**src/sv/jddm_pkg.sv**
```systemverilog
// Shared constants and types for the joystick differential drive mixer.
// No dependencies; imported by every module of the block.
package jddm_pkg;

   // Fixed field widths
   localparam int AXIS_W  = 8;
   localparam int SPEED_W = 13;
   localparam int DZ_W    = 7;
   localparam int SUM_W   = 16;   // ax^2 + ay^2 for 8-bit magnitudes
   localparam int ROOT_W  = 8;

   // Default scales
   localparam int IN_FULL_SCALE_DEF  = 100;
   localparam int OUT_FULL_SCALE_DEF = 4095;

   localparam logic [DZ_W-1:0]    DEADZONE_RESET = 7'd2;
   localparam logic [SPEED_W-1:0] SPEED_MAX      = 13'd8191;

   // Register file
   localparam int CSR_ADDR_W = 3;
   localparam int CSR_DATA_W = 32;
   localparam logic [0:0] REG_DEADZONE = 1'b0;

   // Handshake status of a multi-cycle arithmetic unit
   typedef struct packed {
      logic busy;
      logic done;   // one-cycle pulse, result valid in the same cycle
   } unit_status_type;

endpackage

```
**src/sv/jddm_isqrt.sv**
```systemverilog
// Digit-serial integer square root, two radicand bits per cycle.
// Depends on jddm_pkg for widths and the unit status struct.
module jddm_isqrt import jddm_pkg::*; (
   input  logic                  clock,
   input  logic                  reset,
   input  logic                  start,
   input  logic [SUM_W-1:0]      radicand,
   output logic [ROOT_W-1:0]     root,
   output unit_status_type       status
);

   localparam int REM_W  = ROOT_W + 3;
   localparam int STEPS  = SUM_W / 2;
   localparam int CNT_W  = $clog2(STEPS + 1);

   logic [SUM_W-1:0]  val_ff,  val_in;
   logic [ROOT_W-1:0] root_ff, root_in;
   logic [REM_W-1:0]  rem_ff,  rem_in;
   logic [CNT_W-1:0]  cnt_ff,  cnt_in;
   logic              busy_ff, busy_in;
   logic              done_ff, done_in;

   logic [REM_W-1:0]  rem_sh;
   logic [REM_W-1:0]  trial;

   // One root bit per step: compare shifted remainder with 4*root+1
   always_comb begin
      rem_sh  = {rem_ff[REM_W-3:0], val_ff[SUM_W-1 -: 2]};
      trial   = REM_W'({root_ff, 2'b01});
      val_in  = val_ff;
      root_in = root_ff;
      rem_in  = rem_ff;
      cnt_in  = cnt_ff;
      busy_in = busy_ff;
      done_in = 1'b0;
      if (start) begin
         val_in  = radicand;
         root_in = '0;
         rem_in  = '0;
         cnt_in  = CNT_W'(STEPS);
         busy_in = 1'b1;
      end else if (busy_ff) begin
         val_in = {val_ff[SUM_W-3:0], 2'b00};
         if (rem_sh >= trial) begin
            rem_in  = rem_sh - trial;
            root_in = {root_ff[ROOT_W-2:0], 1'b1};
         end else begin
            rem_in  = rem_sh;
            root_in = {root_ff[ROOT_W-2:0], 1'b0};
         end
         cnt_in = cnt_ff - CNT_W'(1);
         if (cnt_ff == CNT_W'(1)) begin
            busy_in = 1'b0;
            done_in = 1'b1;
         end
      end
   end

   always_ff @(posedge clock) begin
      val_ff  <= val_in;
      root_ff <= root_in;
      rem_ff  <= rem_in;
      if (reset) begin
         cnt_ff  <= '0;
         busy_ff <= 1'b0;
         done_ff <= 1'b0;
      end else begin
         cnt_ff  <= cnt_in;
         busy_ff <= busy_in;
         done_ff <= done_in;
      end
   end

   assign root        = root_ff;
   assign status.busy = busy_ff;
   assign status.done = done_ff;

endmodule

```
**src/sv/jddm_div.sv**
```systemverilog
// Bit-serial restoring divider, one quotient bit per cycle.
// Depends on jddm_pkg for the unit status struct.
module jddm_div import jddm_pkg::*; #(
   parameter int NUM_W = 27,
   parameter int DEN_W = 7
) (
   input  logic                  clock,
   input  logic                  reset,
   input  logic                  start,
   input  logic [NUM_W-1:0]      numer,
   input  logic [DEN_W-1:0]      denom,
   output logic [NUM_W-1:0]      quot,
   output unit_status_type       status
);

   localparam int CNT_W = $clog2(NUM_W + 1);

   logic [NUM_W-1:0] num_ff, num_in;   // shifts out dividend, shifts in quotient
   logic [DEN_W-1:0] rem_ff, rem_in;
   logic [CNT_W-1:0] cnt_ff, cnt_in;
   logic             busy_ff, busy_in;
   logic             done_ff, done_in;

   logic [DEN_W:0]   rem_sh;
   logic [DEN_W:0]   den_x;
   logic             fits;

   always_comb begin
      rem_sh  = {rem_ff, num_ff[NUM_W-1]};
      den_x   = {1'b0, denom};
      fits    = (rem_sh >= den_x);
      num_in  = num_ff;
      rem_in  = rem_ff;
      cnt_in  = cnt_ff;
      busy_in = busy_ff;
      done_in = 1'b0;
      if (start) begin
         num_in  = numer;
         rem_in  = '0;
         cnt_in  = CNT_W'(NUM_W);
         busy_in = 1'b1;
      end else if (busy_ff) begin
         // remainder stays below the divisor, so the difference fits DEN_W bits
         rem_in = fits ? DEN_W'(rem_sh - den_x) : rem_sh[DEN_W-1:0];
         num_in = {num_ff[NUM_W-2:0], fits};
         cnt_in = cnt_ff - CNT_W'(1);
         if (cnt_ff == CNT_W'(1)) begin
            busy_in = 1'b0;
            done_in = 1'b1;
         end
      end
   end

   always_ff @(posedge clock) begin
      num_ff <= num_in;
      rem_ff <= rem_in;
      if (reset) begin
         cnt_ff  <= '0;
         busy_ff <= 1'b0;
         done_ff <= 1'b0;
      end else begin
         cnt_ff  <= cnt_in;
         busy_ff <= busy_in;
         done_ff <= done_in;
      end
   end

   assign quot        = num_ff;
   assign status.busy = busy_ff;
   assign status.done = done_ff;

endmodule

```
**src/sv/joystick_differential_drive_mixer_top.sv**
```systemverilog
// Joystick differential drive mixer: a repeated sample is accepted and dropped; a centered
// stick goes straight to the output state, any other sample passes through the shift-add
// multiplier (squares), the square root, the multiplier (scale), the bit-serial divider,
// the multiplier (steering) and the divider again. One sample is worked at a time: a
// changed sample holds the input until its word moves to the output register; the output register lets
// the next sample in while a word waits. Sync reset: deadzone 2, no history, forward.
module joystick_differential_drive_mixer_top import jddm_pkg::*; #(
   parameter int IN_FULL_SCALE  = IN_FULL_SCALE_DEF,
   parameter int OUT_FULL_SCALE = OUT_FULL_SCALE_DEF
) (
   input  logic                         clock,
   input  logic                         reset,
   // sample channel
   input  logic                         req_valid,
   output logic                         req_ready,
   input  logic signed [AXIS_W-1:0]     req_stick_x,
   input  logic signed [AXIS_W-1:0]     req_stick_y,
   // command channel
   output logic                         rsp_valid,
   input  logic                         rsp_ready,
   output logic [SPEED_W-1:0]           rsp_speed_left,
   output logic [SPEED_W-1:0]           rsp_speed_right,
   output logic                         rsp_dir_left,
   output logic                         rsp_dir_right,
   // register port
   input  logic                         psel,
   input  logic                         penable,
   input  logic                         pwrite,
   input  logic [CSR_ADDR_W-1:0]        paddr,
   input  logic [CSR_DATA_W-1:0]        pwdata,
   output logic [CSR_DATA_W-1:0]        prdata,
   output logic                         pready
);

   localparam int IN_W   = $clog2(IN_FULL_SCALE + 1);
   localparam int OUT_W  = $clog2(OUT_FULL_SCALE + 1);
   localparam int PW     = ROOT_W + OUT_W;                 // full-speed width
   localparam int QW_RAW = PW + IN_W;
   localparam int QW     = (QW_RAW > SUM_W + 1) ? QW_RAW : SUM_W + 1;
   localparam int MW     = (IN_W > ROOT_W) ? IN_W : ROOT_W; // multiplier digit count
   localparam int MCNT_W = $clog2(MW + 1);
   localparam int CW     = (IN_W > AXIS_W) ? IN_W : AXIS_W;
   localparam int SW     = (QW > SPEED_W) ? QW : SPEED_W;

   typedef enum logic [8:0] {
      S_IDLE = 9'b000000001,
      S_SQX  = 9'b000000010,
      S_SQY  = 9'b000000100,
      S_ROOT = 9'b000001000,
      S_MUL1 = 9'b000010000,
      S_DIV1 = 9'b000100000,
      S_MUL2 = 9'b001000000,
      S_DIV2 = 9'b010000000,
      S_OUT  = 9'b100000000
   } state_type;

   function automatic logic [AXIS_W-1:0] abs_axis(input logic [AXIS_W-1:0] v);
      return v[AXIS_W-1] ? AXIS_W'(~v + AXIS_W'(1)) : v;
   endfunction

   function automatic logic [SPEED_W-1:0] sat_speed(input logic [QW-1:0] v);
      logic [SW-1:0] e;
      e = SW'(v);
      return (e > SW'(SPEED_MAX)) ? SPEED_MAX : e[SPEED_W-1:0];
   endfunction

   state_type            state_ff, state_in;
   logic [DZ_W-1:0]      dz_ff, dz_in;
   logic [AXIS_W-1:0]    last_x_ff, last_x_in;
   logic [AXIS_W-1:0]    last_y_ff, last_y_in;
   logic                 have_last_ff, have_last_in;
   logic                 held_dir_ff, held_dir_in;
   logic [AXIS_W-1:0]    ax_ff, ax_in;
   logic [AXIS_W-1:0]    ay_ff, ay_in;
   logic                 xneg_ff, xneg_in;
   logic [PW-1:0]        full_ff, full_in;
   logic [SPEED_W-1:0]   spd_l_ff, spd_l_in;
   logic [SPEED_W-1:0]   spd_r_ff, spd_r_in;
   // shift-add multiplier
   logic [QW-1:0]        acc_ff, acc_in;
   logic [QW-1:0]        mcand_ff, mcand_in;
   logic [MW-1:0]        mplier_ff, mplier_in;
   logic [MCNT_W-1:0]    mcnt_ff, mcnt_in;
   // output register
   logic                 rsp_valid_ff, rsp_valid_in;
   logic [SPEED_W-1:0]   rsp_l_ff, rsp_l_in;
   logic [SPEED_W-1:0]   rsp_r_ff, rsp_r_in;
   logic                 rsp_dir_ff, rsp_dir_in;

   logic [AXIS_W-1:0]    rx, ry, req_ax, req_ay;
   logic                 changed, centered;
   logic [QW-1:0]        mul_sum;
   logic                 mul_last;
   logic [IN_W-1:0]      factor;
   logic [QW-1:0]        full_ext;

   logic                 sqrt_start;
   logic [SUM_W-1:0]     sqrt_arg;
   logic [ROOT_W-1:0]    sqrt_root;
   unit_status_type      sqrt_st;
   logic                 div_start;
   logic [QW-1:0]        div_num;
   logic [QW-1:0]        div_quot;
   unit_status_type      div_st;

   // ---- register port ----
   assign pready = 1'b1;
   always_comb begin
      dz_in = dz_ff;
      if (psel && penable && pwrite && paddr[CSR_ADDR_W-1:2] == REG_DEADZONE) begin
         dz_in = pwdata[DZ_W-1:0];
      end
      prdata = '0;
      if (paddr[CSR_ADDR_W-1:2] == REG_DEADZONE) begin
         prdata = CSR_DATA_W'(dz_ff);
      end
   end

   // ---- sample decode ----
   always_comb begin
      rx       = $unsigned(req_stick_x);
      ry       = $unsigned(req_stick_y);
      req_ax   = abs_axis(rx);
      req_ay   = abs_axis(ry);
      changed  = !have_last_ff || rx != last_x_ff || ry != last_y_ff;
      centered = req_ax <= {1'b0, dz_ff} && req_ay <= {1'b0, dz_ff};
   end

   // steering factor saturates at zero past full scale
   always_comb begin
      if (CW'(ax_ff) >= CW'(IN_FULL_SCALE)) begin
         factor = '0;
      end else begin
         factor = IN_W'(CW'(IN_FULL_SCALE) - CW'(ax_ff));
      end
   end

   // one multiplier digit per cycle
   assign mul_sum  = mplier_ff[0] ? acc_ff + mcand_ff : acc_ff;
   assign mul_last = (mcnt_ff == MCNT_W'(1));
   assign full_ext = QW'(full_ff);

   // ---- sequencer ----
   always_comb begin
      state_in     = state_ff;
      last_x_in    = last_x_ff;
      last_y_in    = last_y_ff;
      have_last_in = have_last_ff;
      held_dir_in  = held_dir_ff;
      ax_in        = ax_ff;
      ay_in        = ay_ff;
      xneg_in      = xneg_ff;
      full_in      = full_ff;
      spd_l_in     = spd_l_ff;
      spd_r_in     = spd_r_ff;
      acc_in       = acc_ff;
      mcand_in     = mcand_ff;
      mplier_in    = mplier_ff;
      mcnt_in      = mcnt_ff;
      rsp_valid_in = rsp_valid_ff && !rsp_ready;
      rsp_l_in     = rsp_l_ff;
      rsp_r_in     = rsp_r_ff;
      rsp_dir_in   = rsp_dir_ff;
      sqrt_start   = 1'b0;
      sqrt_arg     = mul_sum[SUM_W-1:0];
      div_start    = 1'b0;
      div_num      = mul_sum;
      req_ready    = 1'b0;

      if (state_ff == S_SQX || state_ff == S_SQY || state_ff == S_MUL1 ||
          state_ff == S_MUL2) begin
         acc_in    = mul_sum;
         mcand_in  = mcand_ff << 1;
         mplier_in = mplier_ff >> 1;
         mcnt_in   = mcnt_ff - MCNT_W'(1);
      end

      case (state_ff)
         S_IDLE: begin
            req_ready = 1'b1;
            if (req_valid && changed) begin
               last_x_in    = rx;
               last_y_in    = ry;
               have_last_in = 1'b1;
               ax_in        = req_ax;
               ay_in        = req_ay;
               xneg_in      = rx[AXIS_W-1];
               if (centered) begin
                  spd_l_in = '0;
                  spd_r_in = '0;
                  state_in = S_OUT;
               end else begin
                  held_dir_in = ry[AXIS_W-1];
                  acc_in      = '0;
                  mcand_in    = QW'(req_ax);
                  mplier_in   = MW'(req_ax);
                  mcnt_in     = MCNT_W'(MW);
                  state_in    = S_SQX;
               end
            end
         end
         S_SQX: begin
            if (mul_last) begin
               // accumulator carries x^2 on into y^2
               mcand_in  = QW'(ay_ff);
               mplier_in = MW'(ay_ff);
               mcnt_in   = MCNT_W'(MW);
               state_in  = S_SQY;
            end
         end
         S_SQY: begin
            if (mul_last) begin
               sqrt_start = 1'b1;
               state_in   = S_ROOT;
            end
         end
         S_ROOT: begin
            if (sqrt_st.done) begin
               acc_in    = '0;
               mcand_in  = QW'(OUT_FULL_SCALE);
               mplier_in = MW'(sqrt_root);
               mcnt_in   = MCNT_W'(MW);
               state_in  = S_MUL1;
            end
         end
         S_MUL1: begin
            if (mul_last) begin
               div_start = 1'b1;
               state_in  = S_DIV1;
            end
         end
         S_DIV1: begin
            if (div_st.done) begin
               full_in   = div_quot[PW-1:0];
               acc_in    = '0;
               mcand_in  = QW'(div_quot[PW-1:0]);
               mplier_in = MW'(factor);
               mcnt_in   = MCNT_W'(MW);
               state_in  = S_MUL2;
            end
         end
         S_MUL2: begin
            if (mul_last) begin
               div_start = 1'b1;
               state_in  = S_DIV2;
            end
         end
         S_DIV2: begin
            if (div_st.done) begin
               // inside wheel is on the side x points to
               if (xneg_ff) begin
                  spd_l_in = sat_speed(div_quot);
                  spd_r_in = sat_speed(full_ext);
               end else begin
                  spd_l_in = sat_speed(full_ext);
                  spd_r_in = sat_speed(div_quot);
               end
               state_in = S_OUT;
            end
         end
         S_OUT: begin
            if (!rsp_valid_ff || rsp_ready) begin
               rsp_valid_in = 1'b1;
               rsp_l_in     = spd_l_ff;
               rsp_r_in     = spd_r_ff;
               rsp_dir_in   = held_dir_ff;
               state_in     = S_IDLE;
            end
         end
         default: begin
            state_in = S_IDLE;
         end
      endcase
   end

   always_ff @(posedge clock) begin
      ax_ff     <= ax_in;
      ay_ff     <= ay_in;
      xneg_ff   <= xneg_in;
      full_ff   <= full_in;
      spd_l_ff  <= spd_l_in;
      spd_r_ff  <= spd_r_in;
      acc_ff    <= acc_in;
      mcand_ff  <= mcand_in;
      mplier_ff <= mplier_in;
      rsp_l_ff  <= rsp_l_in;
      rsp_r_ff  <= rsp_r_in;
      rsp_dir_ff <= rsp_dir_in;
      if (reset) begin
         state_ff     <= S_IDLE;
         dz_ff        <= DEADZONE_RESET;
         last_x_ff    <= '0;
         last_y_ff    <= '0;
         have_last_ff <= 1'b0;
         held_dir_ff  <= 1'b0;
         mcnt_ff      <= '0;
         rsp_valid_ff <= 1'b0;
      end else begin
         state_ff     <= state_in;
         dz_ff        <= dz_in;
         last_x_ff    <= last_x_in;
         last_y_ff    <= last_y_in;
         have_last_ff <= have_last_in;
         held_dir_ff  <= held_dir_in;
         mcnt_ff      <= mcnt_in;
         rsp_valid_ff <= rsp_valid_in;
      end
   end

   // ---- arithmetic units ----
   jddm_isqrt u_isqrt (
      .clock    (clock),
      .reset    (reset),
      .start    (sqrt_start),
      .radicand (sqrt_arg),
      .root     (sqrt_root),
      .status   (sqrt_st)
   );

   jddm_div #(
      .NUM_W (QW),
      .DEN_W (IN_W)
   ) u_div (
      .clock  (clock),
      .reset  (reset),
      .start  (div_start),
      .numer  (div_num),
      .denom  (IN_W'(IN_FULL_SCALE)),
      .quot   (div_quot),
      .status (div_st)
   );

   assign rsp_valid       = rsp_valid_ff;
   assign rsp_speed_left  = rsp_l_ff;
   assign rsp_speed_right = rsp_r_ff;
   assign rsp_dir_left    = rsp_dir_ff;
   assign rsp_dir_right   = rsp_dir_ff;

   // ---- assertions ----
   a_idle_units_quiet: assert property (@(posedge clock) disable iff (reset)
      req_ready |-> !sqrt_st.busy && !div_st.busy)
      else $error("arithmetic unit busy while taking a sample");

   a_sqrt_done_state: assert property (@(posedge clock) disable iff (reset)
      sqrt_st.done |-> state_ff == S_ROOT)
      else $error("square root finished outside its state");

   a_div_done_state: assert property (@(posedge clock) disable iff (reset)
      div_st.done |-> (state_ff == S_DIV1 || state_ff == S_DIV2))
      else $error("divider finished outside a divide state");

   a_centered_fast: assert property (@(posedge clock) disable iff (reset)
      req_valid && req_ready && changed && centered |=> state_ff == S_OUT)
      else $error("centered sample did not go straight to output");

endmodule

```
**config.mk**
```make
export PLATFORM = sky130hd
export DESIGN_NAME = joystick_differential_drive_mixer_top
export DESIGN_NICKNAME = d
export VERILOG_FILES = /design/src/sv/jddm_pkg.sv /design/src/sv/jddm_isqrt.sv /design/src/sv/jddm_div.sv /design/src/sv/joystick_differential_drive_mixer_top.sv
export SDC_FILE = /design/constraint.sdc
export NUM_CORES = 1
export LEC_CHECK = 0
export ABC_AREA = 0
export BUFFER_PORTS_ARGS = -buffer_cell sky130_fd_sc_hd__clkbuf_2
export CAP_MARGIN = 40
export CORE_MARGIN = 3
export CORE_UTILIZATION = 55
export CTS_BUF_LIST = sky130_fd_sc_hd__clkbuf_8 sky130_fd_sc_hd__clkbuf_16
export DETAILED_ROUTE_END_ITERATION = 6
export GPL_TIMING_DRIVEN = 0
export PLACE_DENSITY = 0.77
export SYNTH_ARGS = -nofsm -noshare
export SYNTH_HDL_FRONTEND = slang
export SYNTH_SLANG_ARGS = --single-unit
```
**constraint.sdc**
```tcl
create_clock -name clock -period 4.5 [get_ports clock]
set_clock_uncertainty 0.2 [all_clocks]
set_input_delay 0.45 -clock clock [delete_from_list [all_inputs] [get_ports clock]]
set_output_delay 0.45 -clock clock [all_outputs]
set_load 0.005 [all_outputs]
```
==> metrics list, run 1 <==
- In the layout the commonest cells are 157 x sky130_fd_sc_hd__nand2_1, 138 x sky130_fd_sc_hd__dfxtp_1, 133 x sky130_fd_sc_hd__edfxtp_1.
* Clock network latency to the later pin of the worst-skew pair: around 560 ps
* Prevailing post-synth register cell: sky130_fd_sc_hd__dfxtp_1
* Critical-path cell with the highest stage delay: sky130_fd_sc_hd__a22oi_2
- Entering global routing, the biggest net connects 30 pins.
- # port buffers: 65
- In the synthesized netlist the async set-or-reset flop fraction comes to 0%.
* Number of nets still failing antenna checks after routing: 0
- Number of detailed-routing iterations run before antenna repair: 5
- Cell Count Post-Placement: 1878
- Count of distinct cell types in the synthesized netlist: just over 80
- The number of global-route vias before repair was 10.97k.
- In this run the number of cells on the critical path is 12.
* LEAKAGE: approximately 6.4 nW
- Slew of the pin with the lowest slew margin: roughly 950 ps
* Register area share after synthesis: a little under half
* Share of the cycle needed by the critical path after routing: around 94%
- Die outline width: about 170 um
- Synthesized area: 0.01421 mm2
- Cell count after synthesis: about 1.5k
- At the end of the flow the core is filled with cells to 63.91%.
- Share of the synthesized area in compound gates (AO/OA/AOI/OAI): between 15 and 20%
- Critical Path Start Type: input port
- Hold Path Cell Cnt: 3
- Post-placement worst setup slack: -284.5 ps
- Number of nets in the layout: roughly 1.7k
* Number of endpoints failing setup at the final stage: 0
- Average cell area after synthesis: 9.770 um2
- Once the floorplan was initialized, standard cells occupied a little under three fifths of the core.
- Proportion of power drawn by the clock network: between 30% and 40%
- After clock tree synthesis, the clock-pin slew on the worst setup and hold paths is 60 ps.
* Portion of synthesized cell area occupied by the leading cell type: between 20% and 30%
* Max-Cap Viols: 0
- The library cell used most frequently in the layout, excluding fill and tap cells, is sky130_fd_sc_hd__nand2_1.
- Min Clock Period, post-route: about 4200 ps
* Number of cells in the finished layout apart from fillers: 1943
* Yosys warning total: 0
- DRC violations left: 0
- Synth Register Bits: about 270
- TritonCTS built the clock tree.
* H-tree levels: 1
- Summed over all nets, the half-perimeter wirelength after detailed placement is 26540 um.
- Area overhead of the layout relative to synthesis: 13.61%
- In the final layout, the share of cells above drive strength 1 is 12.52%.
- For this block, the initial DRC count from the detailed router was slightly below 1k.
- The worst setup path is of the in -> reg kind.
- Setup repair after global routing missed its margin: no
- Internal power summed over all cells: 4.644 mW
- Hold Worst Slack: between 20 and 25 ps
* Chain of cells forming the critical path: clkbuf_2 > or3_1 > o31ai_1 > xnor2_1 > ha_1 > a21o_1 > a21oi_1 > nand2b_1 > o21ai_0 > nand2_1 > a22oi_2 > buf_8
- Post-synth top area cell: sky130_fd_sc_hd__edfxtp_1
* Largest family of logic cells by synthesized area: compound AO/OA/AOI/OAI gates
* Max incr delay on CP: approximately 850 ps
* Category of the worst setup path capture point: flop
* CP required: ~4600 ps
- Class of the worst hold path: in -> reg
- At the end of routability-driven placement, the weighted congestion stood at ~1.
- Adder-cell share of the synthesized area: 5.513%
* Via density: approximately 6
* Synth Area in XOR/XNOR: under 10%
* Final Hold Violating Endpoints: 0
- For this block, the via count after detailed routing is 11.34k.
* Multiplexer area fraction after synthesis: between 5 and 6%
- Register-to-Register Path Depth: 9
- Of the total power, the share spent switching nets is 29.94%.
- Clock tree sinks: ~270
* Die area: ~0.028 mm2
* Row cnt: slightly below 60
- Ranking of synthesized cells by area: sky130_fd_sc_hd__edfxtp_1 28%, sky130_fd_sc_hd__dfxtp_1 19%, sky130_fd_sc_hd__mux2i_1 5.6%, sky130_fd_sc_hd__ha_1 5.4%, sky130_fd_sc_hd__nand2_1 4.1%
- I/O pin cnt: 121
* Total inserted antenna cells: 0
- Worst VDD drop: around 0.33 mV
- Height of the die: about 170 um
- Sum of routed wire length over all layers: roughly 36000 um
- The clock passes through at most 3 buffers.
- Sequential cells burn between 40 and 50% of the power.
* Combinational group share of total power: approximately 20%
- Summed over all nets, the switching power comes to between 1.5 and 2 mW.
* Max-slew violations: 0
* CP Buf/Inv Count: 2
- The total overflow left after global routing is 0.
- Pwr per Cell Area: 410.7 mW/mm2
* Number of buffers created by CTS: 29
* Peak fanout along the critical path: 16
- Data on the critical path arrives at its endpoint at 4300 ps.
- First-pass GRT wire length: between 50000 and 60000 um
- Highest Clock Rate: roughly 240 MHz
- Post-route total power: 6.628 mW
* Relative slew slack: between 30 and 40%
- Root Driver: sky130_fd_sc_hd__clkbuf_16
* Core area: about 0.025 mm2
- Category of cells accounting for the largest share of critical-path delay: compound AO/OA/AOI/OAI gates
- In the final routed layout, each cell accounts on average for 18.45 um.
- Post-synthesis simple-gate area fraction: around 15%
- The initial antenna violation count came to 0.
- All-Layer GR Usage: about a quarter
- Number of synthesized flops with an enable pin: ~130
- Setup WS post-layout: ~250 ps
* Run status: complete, no violations
sequential cells by signal, summed over array words and instances, names as in the netlist, 9 cells and up:
name	flops
rsp_speed_left	13
acc_ff	27
rsp_speed_right	13
u_isqrt.val_ff	16
spd_r_ff	13
full_ff	20
state_ff	9
u_isqrt.rem_ff	9
spd_l_ff	13
mcand_ff	27
u_div.quot	27
layer usage:
| layer | up-vias | global-route usage, % | part of all wire (%) |
|---|---|---|---|
| li1 | 5444 | - | - |
| met1 | 5329 | 31.92 | 41 |
| met2 | 468 | 42.99 | 48 |
| met3 | 94 | 4.605 | 7.5 |
| met4 | 0 | 10.08 | 4.0 |
| met5 | - | 0 | 0 |
per-stage QoR:
stage | area, um2 | TNS, ps
6_report | 16140 | 0
4_1_cts | 16140 | 0
2_1_floorplan | 14300 | 0
3_3_place_gp | 15040 | -39030
5_1_grt | 16140 | 0
3_5_place_dp | 15100 | -5654
cell type report:
cell class	count	area (um2)
timing repair buffer	82	495.5
inverter	55	206.4
buffer	103	565.5
fill	2066	9115
sequential	271	6756
clock inverter	24	196.4
tap	330	412.9
clock buffer	29	725.7
multi-input combinational	1049	6780
kinds of logic (layout without fill, tap and decap cells):
group	Yosys count	after routing
AOI/OAI and AO/OA	347	347
DFF	271	271
buffers and inverters	158	293
adders and majority gates	62	62
other	2	26
muxes	83	83
xor gates and xnor gates	74	74
and+or+nand+nor	457	457
timing repair:
item	4_1_cts	5_1_grt
endpoints found under the hold margin	11	0
setup buffers	0	0
resized for setup	0	0
hold buffers	12	0
cell usage after synthesis (all sizes together), types with 5 or more instances:
library cell / instances
nor2: 137
a22oi: 6
o2111ai: 5
xor2: 31
o21bai: 5
a211oi: 44
nand4: 12
o211ai: 16
or3: 7
a21oi: 111
nand3: 15
ha: 61
a21o: 17
clkbuf: 50
and2: 5
o21ai: 90
nor4: 14
dfxtp: 138
inv: 54
xnor2: 43
and3: 16
edfxtp: 133
nand2: 159
a31oi: 9
o31ai: 8
a2111oi: 5
mux2i: 79
buf: 53
nor2b: 15
nor3: 44
nand2b: 15
worst reg2reg max path: cells and delay by family, from the launching register on:
| family | cells | cell delay [ps] |
|---|---|---|
| DFF | 1 | 320 |
| adders and majority gates | 1 | 310 |
| AOI/OAI and AO/OA | 5 | 1850 |
| buffers and inverters | 2 | 340 |
| and+or+nand+nor | 1 | 280 |
power groups by stage:
stage          clock (mW)  sequential, mW  combinational, mW
2_1_floorplan           0            2.95              0.966
3_3_place_gp            0            2.99               1.27
3_5_place_dp            0            3.00               1.31
5_1_grt              2.45            2.98               1.48
6_report             2.32            2.96               1.35
4_1_cts              2.34            2.95               1.33
path summary, 6_finish.rpt:
check / slack [ps] / from / to
worst max-delay path: 250 / req_stick_x[0] / spd_l_ff[2]$_SDFFCE_PN0P_
worst min-delay path: 20 / req_stick_y[5] / last_y_ff[5]$_SDFFE_PP0P_
worst max register to register: 900 / dz_ff[5]$_SDFFE_PP0P_ / spd_l_ff[2]$_SDFFCE_PN0P_
worst min register to register: 220 / spd_l_ff[2]$_SDFFCE_PN0P_ / rsp_speed_left[2]$_DFFE_PP_
Note: power is estimated with default switching activity, not from simulation.
==> run 2, diff against run 1 <==
--- a/config.mk
+++ b/config.mk
@@ -9,11 +9,11 @@
 export BUFFER_PORTS_ARGS = -buffer_cell sky130_fd_sc_hd__clkbuf_2
 export CAP_MARGIN = 40
 export CORE_MARGIN = 3
-export CORE_UTILIZATION = 55
+export CORE_UTILIZATION = 47
 export CTS_BUF_LIST = sky130_fd_sc_hd__clkbuf_8 sky130_fd_sc_hd__clkbuf_16
 export DETAILED_ROUTE_END_ITERATION = 6
 export GPL_TIMING_DRIVEN = 0
-export PLACE_DENSITY = 0.77
+export PLACE_DENSITY = 0.65
 export SYNTH_ARGS = -nofsm -noshare
 export SYNTH_HDL_FRONTEND = slang
 export SYNTH_SLANG_ARGS = --single-unit
==> constraint.sdc (replaced) <==
create_clock -name clock -period 5.4 [get_ports clock]
set_clock_uncertainty 0.2 [all_clocks]
set_input_delay 0.54 -clock clock [delete_from_list [all_inputs] [get_ports clock]]
set_output_delay 0.54 -clock clock [all_outputs]
set_load 0.005 [all_outputs]
==> metrics list, run 2 (same netlist as run 1, synthesis figures left out) <==
- Clock network latency to the later pin of the worst-skew pair: 560 ps (about the same)
- Number of cells in the finished layout apart from fillers: 1995 (+2.7%)
- Remaining global-route overflow: 0 (unchanged)
- Peak fanout along the critical path: 16 (unchanged)
- Data arrival time at the worst-slack endpoint: 4760 ps (+460 ps)
* Post-DP HPWL: 26940 um (+1.5%)
* Number of buffers created by CTS: 30 (+3.4%)
- Setup repair after global routing left no endpoint under its margin.
- The clock-pin transition on the worst setup and hold timing paths came to 60 ps (about the same).
- Via density: 5.582 (-4.3%)
- Core area: 0.02972 mm2 (+18%)
* # resized after CTS: 0 (unchanged)
* Final Hold Violating Endpoints: 0 (unchanged)
* Most common cell after layout, fill and taps aside: sky130_fd_sc_hd__nand2_1
- The initial core utilization is 47.80% (-8.4 points).
* Critical Path Start Type: input port
- Number of detailed-routing iterations run before antenna repair: 5 (unchanged)
- From synthesis to final layout, the design area changed by 13.49%.
- The count of boundary I/O pins came to 121 (unchanged).
* Setup Fix Bufs, Post-CTS: 0 (unchanged)
* Max-Cap Viols: 0 (unchanged)
- The maximum number of pins on one net before global-route repair is 30 (unchanged).
* Min Clock Period, post-route: between 4000 and 5000 ps
* Die area: 0.03235 mm2 (+16%)
* LEAKAGE: 6.347 nW (-0.97%)
- The number of placed instances with taps included is 1938 (+3.2%).
- The peak supply drop came to 0.2752 mV (-17%).
* Run status: complete, no violations
- First element of the critical path: req_stick_x[7]
- All-Layer GR Usage: 21.57% (-3.7 points)
- Slew of the pin with the lowest slew margin: 995.3 ps (+42.63 ps)
* Number of endpoints failing setup at the final stage: 0 (unchanged)
- Launching point of the worst reg2reg path: dz_ff[5]$_SDFFE_PP0P_
- Number of nets in the layout: 1701 (-0.58%)
* CTS Buffer Depth: 3 (unchanged)
- Commonest cells after routing, fill and taps aside: 157 x sky130_fd_sc_hd__nand2_1, 138 x sky130_fd_sc_hd__dfxtp_1, 133 x sky130_fd_sc_hd__edfxtp_1
- Detailed-route via count: 11.14k (-1.8%)
- Number of nets still failing antenna checks after routing: 0 (unchanged)
- The worst setup path is captured at a flop.
* Max-slew violations: 0 (unchanged)
- The worst path required time is 5460 ps (+900 ps).
* DRC violations left: 0 (unchanged)
- The H-tree depth came to 1 (unchanged).
- The remaining max-slew budget at the tightest pin was 33.65% (-2.8 points).
- Clock tree from TritonCTS: built
- The final RePlAce weighted congestion is 0.9011 (-9.0%).
- The power per cell area came to 342.6 mW/mm2 (-17%).
* Row cnt: 63 (+8.6%)
- The number of global-route vias before repair is 10.83k (-1.3%).
- The detail-routed net length per standard cell was 18.08 um (-2.0%).
* Layout cells sized above 1: 12.90% (+0.37 points)
- Worst Min Path Start: pwdata[0]
- The detailed router's first-iteration violation count was 913 (-6.7%).
- Clock tree sinks: 271 (unchanged)
- Hold Worst Slack: 14.00 ps (-10.05 ps)
* Type of the worst setup path: in -> reg
* Share of the cycle needed by the critical path after routing: a little under 90%
- The number of antenna cells inserted was 0 (unchanged).
- The worst hold path belongs to the class in -> reg.
* Height of the die: 179.9 um (+7.9%)
- Die outline width: 179.9 um (+7.9%)
- Static timing analysis puts the maximum clock frequency at roughly 210 MHz.
- First-pass GRT wire length: 57210 um (-0.42%)
- The number of buffers inserted by port buffering came to 65 (unchanged).
- Clock tree synthesis selected as its root buffer the cell sky130_fd_sc_hd__clkbuf_16.
- The initial antenna violation count was 0 (unchanged).
- The aggregate routed wire length came to 36070 um (+0.61%).
==> run 2: final timing paths <==
kind	endpoint	slack (ps)	cells past startpoint
max	spd_l_ff[2]$_SDFFCE_PN0P_	710	13
max reg2reg	spd_l_ff[2]$_SDFFCE_PN0P_	1800	9
min	dz_ff[0]$_SDFFE_PP0P_	10	3
min reg2reg	rsp_speed_right[9]$_DFFE_PP_	220	0
==> run 2: power breakdown <==
| group | internal [mW] | switching (mW) | leakage [nW] | total, mW |
|---|---|---|---|---|
| Sequential | 2.34 | 0.127 | 2.34 | 2.46 |
| Combinational | 0.412 | 0.709 | 3.54 | 1.12 |
| Clock | 1.11 | 0.830 | 0.466 | 1.94 |
==> run 2: worst max-delay path, stage by stage <==
cell and delay, ps:
sky130_fd_sc_hd__dlygate4sd3_1 520, sky130_fd_sc_hd__clkbuf_2 120, sky130_fd_sc_hd__clkbuf_1 300, sky130_fd_sc_hd__o31ai_1 150
sky130_fd_sc_hd__xnor2_1 420, sky130_fd_sc_hd__ha_1 340, sky130_fd_sc_hd__a21o_1 180, sky130_fd_sc_hd__a21oi_1 200
sky130_fd_sc_hd__nand2b_1 70, sky130_fd_sc_hd__o21ai_0 460, sky130_fd_sc_hd__nand2_1 290, sky130_fd_sc_hd__a22oi_2 880
sky130_fd_sc_hd__buf_8 260
==> run 2: layout make-up <==
class	instances	area (um2)
well taps	390	488.0
inverters	55	206.4
multi-input cells	1049	6780
plain buffers	103	565.5
repair buffers	71	385.4
clock inverters	23	137.6
flip-flops and latches	271	6756
fillers	2664	13590
clock buffers	33	803.3
==> run 2: per-stage QoR <==
step	setup TNS (ps)	setup WS, ps	area (um2)	power, mW	utilization (%)
global route	0	395.3	16120	5.769	54.25
finish	0	705.8	16120	5.524	54.25
floorplan	0	703.7	14300	3.264	-
global placement	-23250	-603.8	15110	3.577	50.84
CTS	0	676.0	16120	5.544	54.25
detailed placement	0	456.3	15170	3.610	51.05
==> run 2: metal layers <==
layer  vias to the layer above  wire [um]  global-route usage [%]
li1                       5440          -                       -
met1                      5272      15220                   27.59
met2                       337      17210                   36.94
met3                        87       2154                   3.177
met4                         0       1482                   8.416
met5                         -          0                       0
==> run 2: what timing repair did <==
action | 4_1_cts | 5_1_grt
setup endpoints to repair | 0 | 0
hold buffers | 1 | 0
hold endpoints to repair | 1 | 0
==> run 3, diff against run 2 <==
--- a/config.mk
+++ b/config.mk
@@ -9,11 +9,10 @@
 export BUFFER_PORTS_ARGS = -buffer_cell sky130_fd_sc_hd__clkbuf_2
 export CAP_MARGIN = 40
 export CORE_MARGIN = 3
-export CORE_UTILIZATION = 47
+export CORE_UTILIZATION = 40
 export CTS_BUF_LIST = sky130_fd_sc_hd__clkbuf_8 sky130_fd_sc_hd__clkbuf_16
 export DETAILED_ROUTE_END_ITERATION = 6
 export GPL_TIMING_DRIVEN = 0
-export PLACE_DENSITY = 0.65
 export SYNTH_ARGS = -nofsm -noshare
 export SYNTH_HDL_FRONTEND = slang
 export SYNTH_SLANG_ARGS = --single-unit
==> metrics list, run 3 (same netlist as run 1, synthesis figures left out) <==
- Run status: complete, no violations
- The H-tree depth was 1 (unchanged).
- On the critical path the largest part of the delay comes from compound AO/OA/AOI/OAI gates.
- First-pass GRT wire length: 57760 um (+0.96%)
- The largest individual stage delay along the critical path comes from the cell sky130_fd_sc_hd__a22oi_2.
* Proportion of power drawn by the clock network: 36.4% (+1.3 points)
- I/O pin cnt: 121 (unchanged)
- Sum of routed wire length over all layers: 36290 um (+0.63%)
- Die area: 0.03781 mm2 (+17%)
* Detailed-route via count: 11.04k (-0.90%)
* Category of the worst setup path capture point: flop
- The floorplan row count was 68 (+7.9%).
* # port buffers: 65 (unchanged)
- Clock network latency to the later pin of the worst-skew pair: 560 ps (about the same)
- Critical Path Start Type: input port
- The maximum buffer depth of the clock tree is 3 (unchanged).
- The met3 wire length came to 1576 um (-27%).
* Max-Cap Viols: 0 (unchanged)
- Max incr delay on CP: 860 ps (-20 ps)
- The share of total power in combinational logic is 19.9% (-0.4 points).
- Number of nets in the layout: 1704 (+0.18%)
* Height of the die: 194.5 um (+8.1%)
* Fraction of power consumed by sequential logic: 43.7% (-0.9 points)
- The final period utilization was 88.47% (+1.5 points).
- Number of cells in the finished layout apart from fillers: 2063 (+3.4%)
- Root Driver: sky130_fd_sc_hd__clkbuf_16
- The width of the die came to 194.5 um (+8.1%).
* Routed length per placed instance: 17.59 um (-2.7%)
- CP required: 5460 ps (about the same)
- Pwr per Cell Area: 345.7 mW/mm2 (+0.89%)
- The remaining number of nets flagged by the antenna check after routing is 0 (unchanged).
* # resized after CTS: 0 (unchanged)
* Worst VDD drop: 0.2763 mV (+0.41%)
- The switching power total came to 1.674 mW (+0.48%).
- Relative slew slack: 35.43% (+1.8 points)
- The path class of the tightest hold or removal check is in -> reg.
- The proportion of total power due to net switching was 29.73% (-0.43 points).
- The signal on the critical path passes through dlygate4sd3_1 > clkbuf_2 > clkbuf_1 > o31ai_1 > xnor2_1 > ha_1 > a21o_1 > a21oi_1 > nand2b_1 > o21ai_0 > nand2_1 > a22oi_2 > buf_8.
- The library cells used most frequently in the layout, excluding fill and tap cells, are 157 x sky130_fd_sc_hd__nand2_1, 138 x sky130_fd_sc_hd__dfxtp_1, 133 x sky130_fd_sc_hd__edfxtp_1.
- Maximum number of pins on one net before global-route repair: 30 (unchanged)
- Global placement routability congestion: 0.9321 (+3.4%)
* Highest Clock Rate: 209.3 MHz (-1.7%)
- DRC violations left: 0 (unchanged)
- CP Buf/Inv Count: 4 (unchanged)
* Most common cell after layout, fill and taps aside: sky130_fd_sc_hd__nand2_1
* Met2 wirelength from detailed routing: 17260 um (+0.28%)
- The final hold violation count is 0 (unchanged).
- All-Layer GR Usage: 18.73% (-2.8 points)
- Compared with the post-synthesis result, the final layout area differs by 14.66%.
* Data arrival time at the worst-slack endpoint: 4840 ps (+80 ps)
- Internal power summed over all cells: 3.957 mW (+2.6%)
* Type of the worst setup path: in -> reg
* Via density: 5.349 (-4.2%)
* Clock slew at the register clock pins of the worst setup and hold paths: 60 ps (about the same)
- The initial core utilization is 40.82% (-7.0 points).
- Post-DP HPWL: 27220 um (+1.0%)
- Max-slew violations: 0 (unchanged)
* Total inserted antenna cells: 0 (unchanged)
* Setup repair after global routing missed its margin: no
- Via count of the first global-routing pass: 10.58k (-2.3%)
* Core area: 0.03480 mm2 (+17%)
- The actual transition at the worst max-transition pin was 968.5 ps (-26.79 ps).
- LEAKAGE: 6.398 nW (+0.80%)
- Top layer reached by signal wires: met4
- The length of routed wiring on met1 came to 16300 um (+7.1%).
- Peak fanout along the critical path: 16 (unchanged)
* Post-route total power: 5.631 mW (+1.9%)
* Min Clock Period, post-route: 4777 ps (+83.03 ps)
- Remaining global-route overflow: 0 (unchanged)
- Number of buffers created by CTS: 31 (+3.3%)
* Number of detailed-routing iterations run before antenna repair: 5 (unchanged)
- The final hold slack was 24.24 ps (+10.25 ps).
- Detailed Route Iter0 Violations: 621 (-32%)
- Number of antenna violations at the first check in global routing: 0 (unchanged)
- Clock tree sinks: 271 (unchanged)
* Clock tree from TritonCTS: built
- Number of endpoints failing setup at the final stage: 0 (unchanged)
- Layout cells sized above 1: 13.43% (+0.54 points)
- Cell Count Post-Placement: 2004 (+3.4%)
run 3: per-layer routing:
metal / vias up / global-route usage [%]
li1: 5451 / -
met1: 5240 / 25.07
met2: 268 / 31.67
met3: 77 / 2.305
met4: 0 / 6.090
met5: - / 0
run 3: path summary, 6_finish.rpt:
path | startpoint | end | slack [ps] | depth (start not counted)
max reg2reg | dz_ff[5]$_SDFFE_PP0P_ | spd_r_ff[4]$_SDFFCE_PN0P_ | 1830 | 9
min | pwdata[3] | dz_ff[3]$_SDFFE_PP0P_ | 20 | 3
max | req_stick_x[7] | spd_r_ff[4]$_SDFFCE_PN0P_ | 620 | 13
min reg2reg | spd_r_ff[2]$_SDFFCE_PN0P_ | rsp_speed_right[2]$_DFFE_PP_ | 220 | 0
run 3: power groups by stage:
| stage | sequential [mW] | combinational [mW] | clock, mW |
|---|---|---|---|
| after floorplan | 2.46 | 0.803 | 0 |
| after global placement | 2.50 | 1.09 | 0 |
| after detailed placement | 2.50 | 1.11 | 0 |
| after CTS | 2.46 | 1.12 | 2.10 |
| after global routing | 2.48 | 1.23 | 2.17 |
| final | 2.46 | 1.12 | 2.05 |
run 3: area by class of cell:
cell class	instances	area, um2
buffer	103	565.5
clock buffer	36	844.6
clock inverter	21	166.4
fill	3268	18510
inverter	55	206.4
multi-input combinational	1049	6780
sequential	271	6756
tap	455	569.3
timing repair buffer	73	400.4
run 3: per-stage QoR:
step | setup TNS [ps] | utilization [%] | cell area (um2) | setup slack (ps)
finish | 0 | 46.81 | 16290 | 622.8
global route | 0 | 46.81 | 16290 | 327.9
CTS | 0 | 46.81 | 16290 | 577.4
detailed placement | 0 | 43.85 | 15260 | 416.3
global placement | -27810 | 43.65 | 15190 | -704.6
floorplan | 0 | - | 14300 | 703.7
run 3: worst register-to-register path, stage by stage (launching register included):
cell and delay, ps:
sky130_fd_sc_hd__dfxtp_1 330, sky130_fd_sc_hd__inv_1 80, sky130_fd_sc_hd__ha_1 310, sky130_fd_sc_hd__a21o_1 160
sky130_fd_sc_hd__a21oi_1 180, sky130_fd_sc_hd__a21oi_1 110, sky130_fd_sc_hd__a211oi_1 480, sky130_fd_sc_hd__nand2_1 290
sky130_fd_sc_hd__a22oi_2 860, sky130_fd_sc_hd__buf_8 270
run 3: repair_timing:
action / 4_1_cts / 5_1_grt
setup buffers: 0 / 0
hold buffers: 2 / 0
hold endpoints to repair: 2 / 0
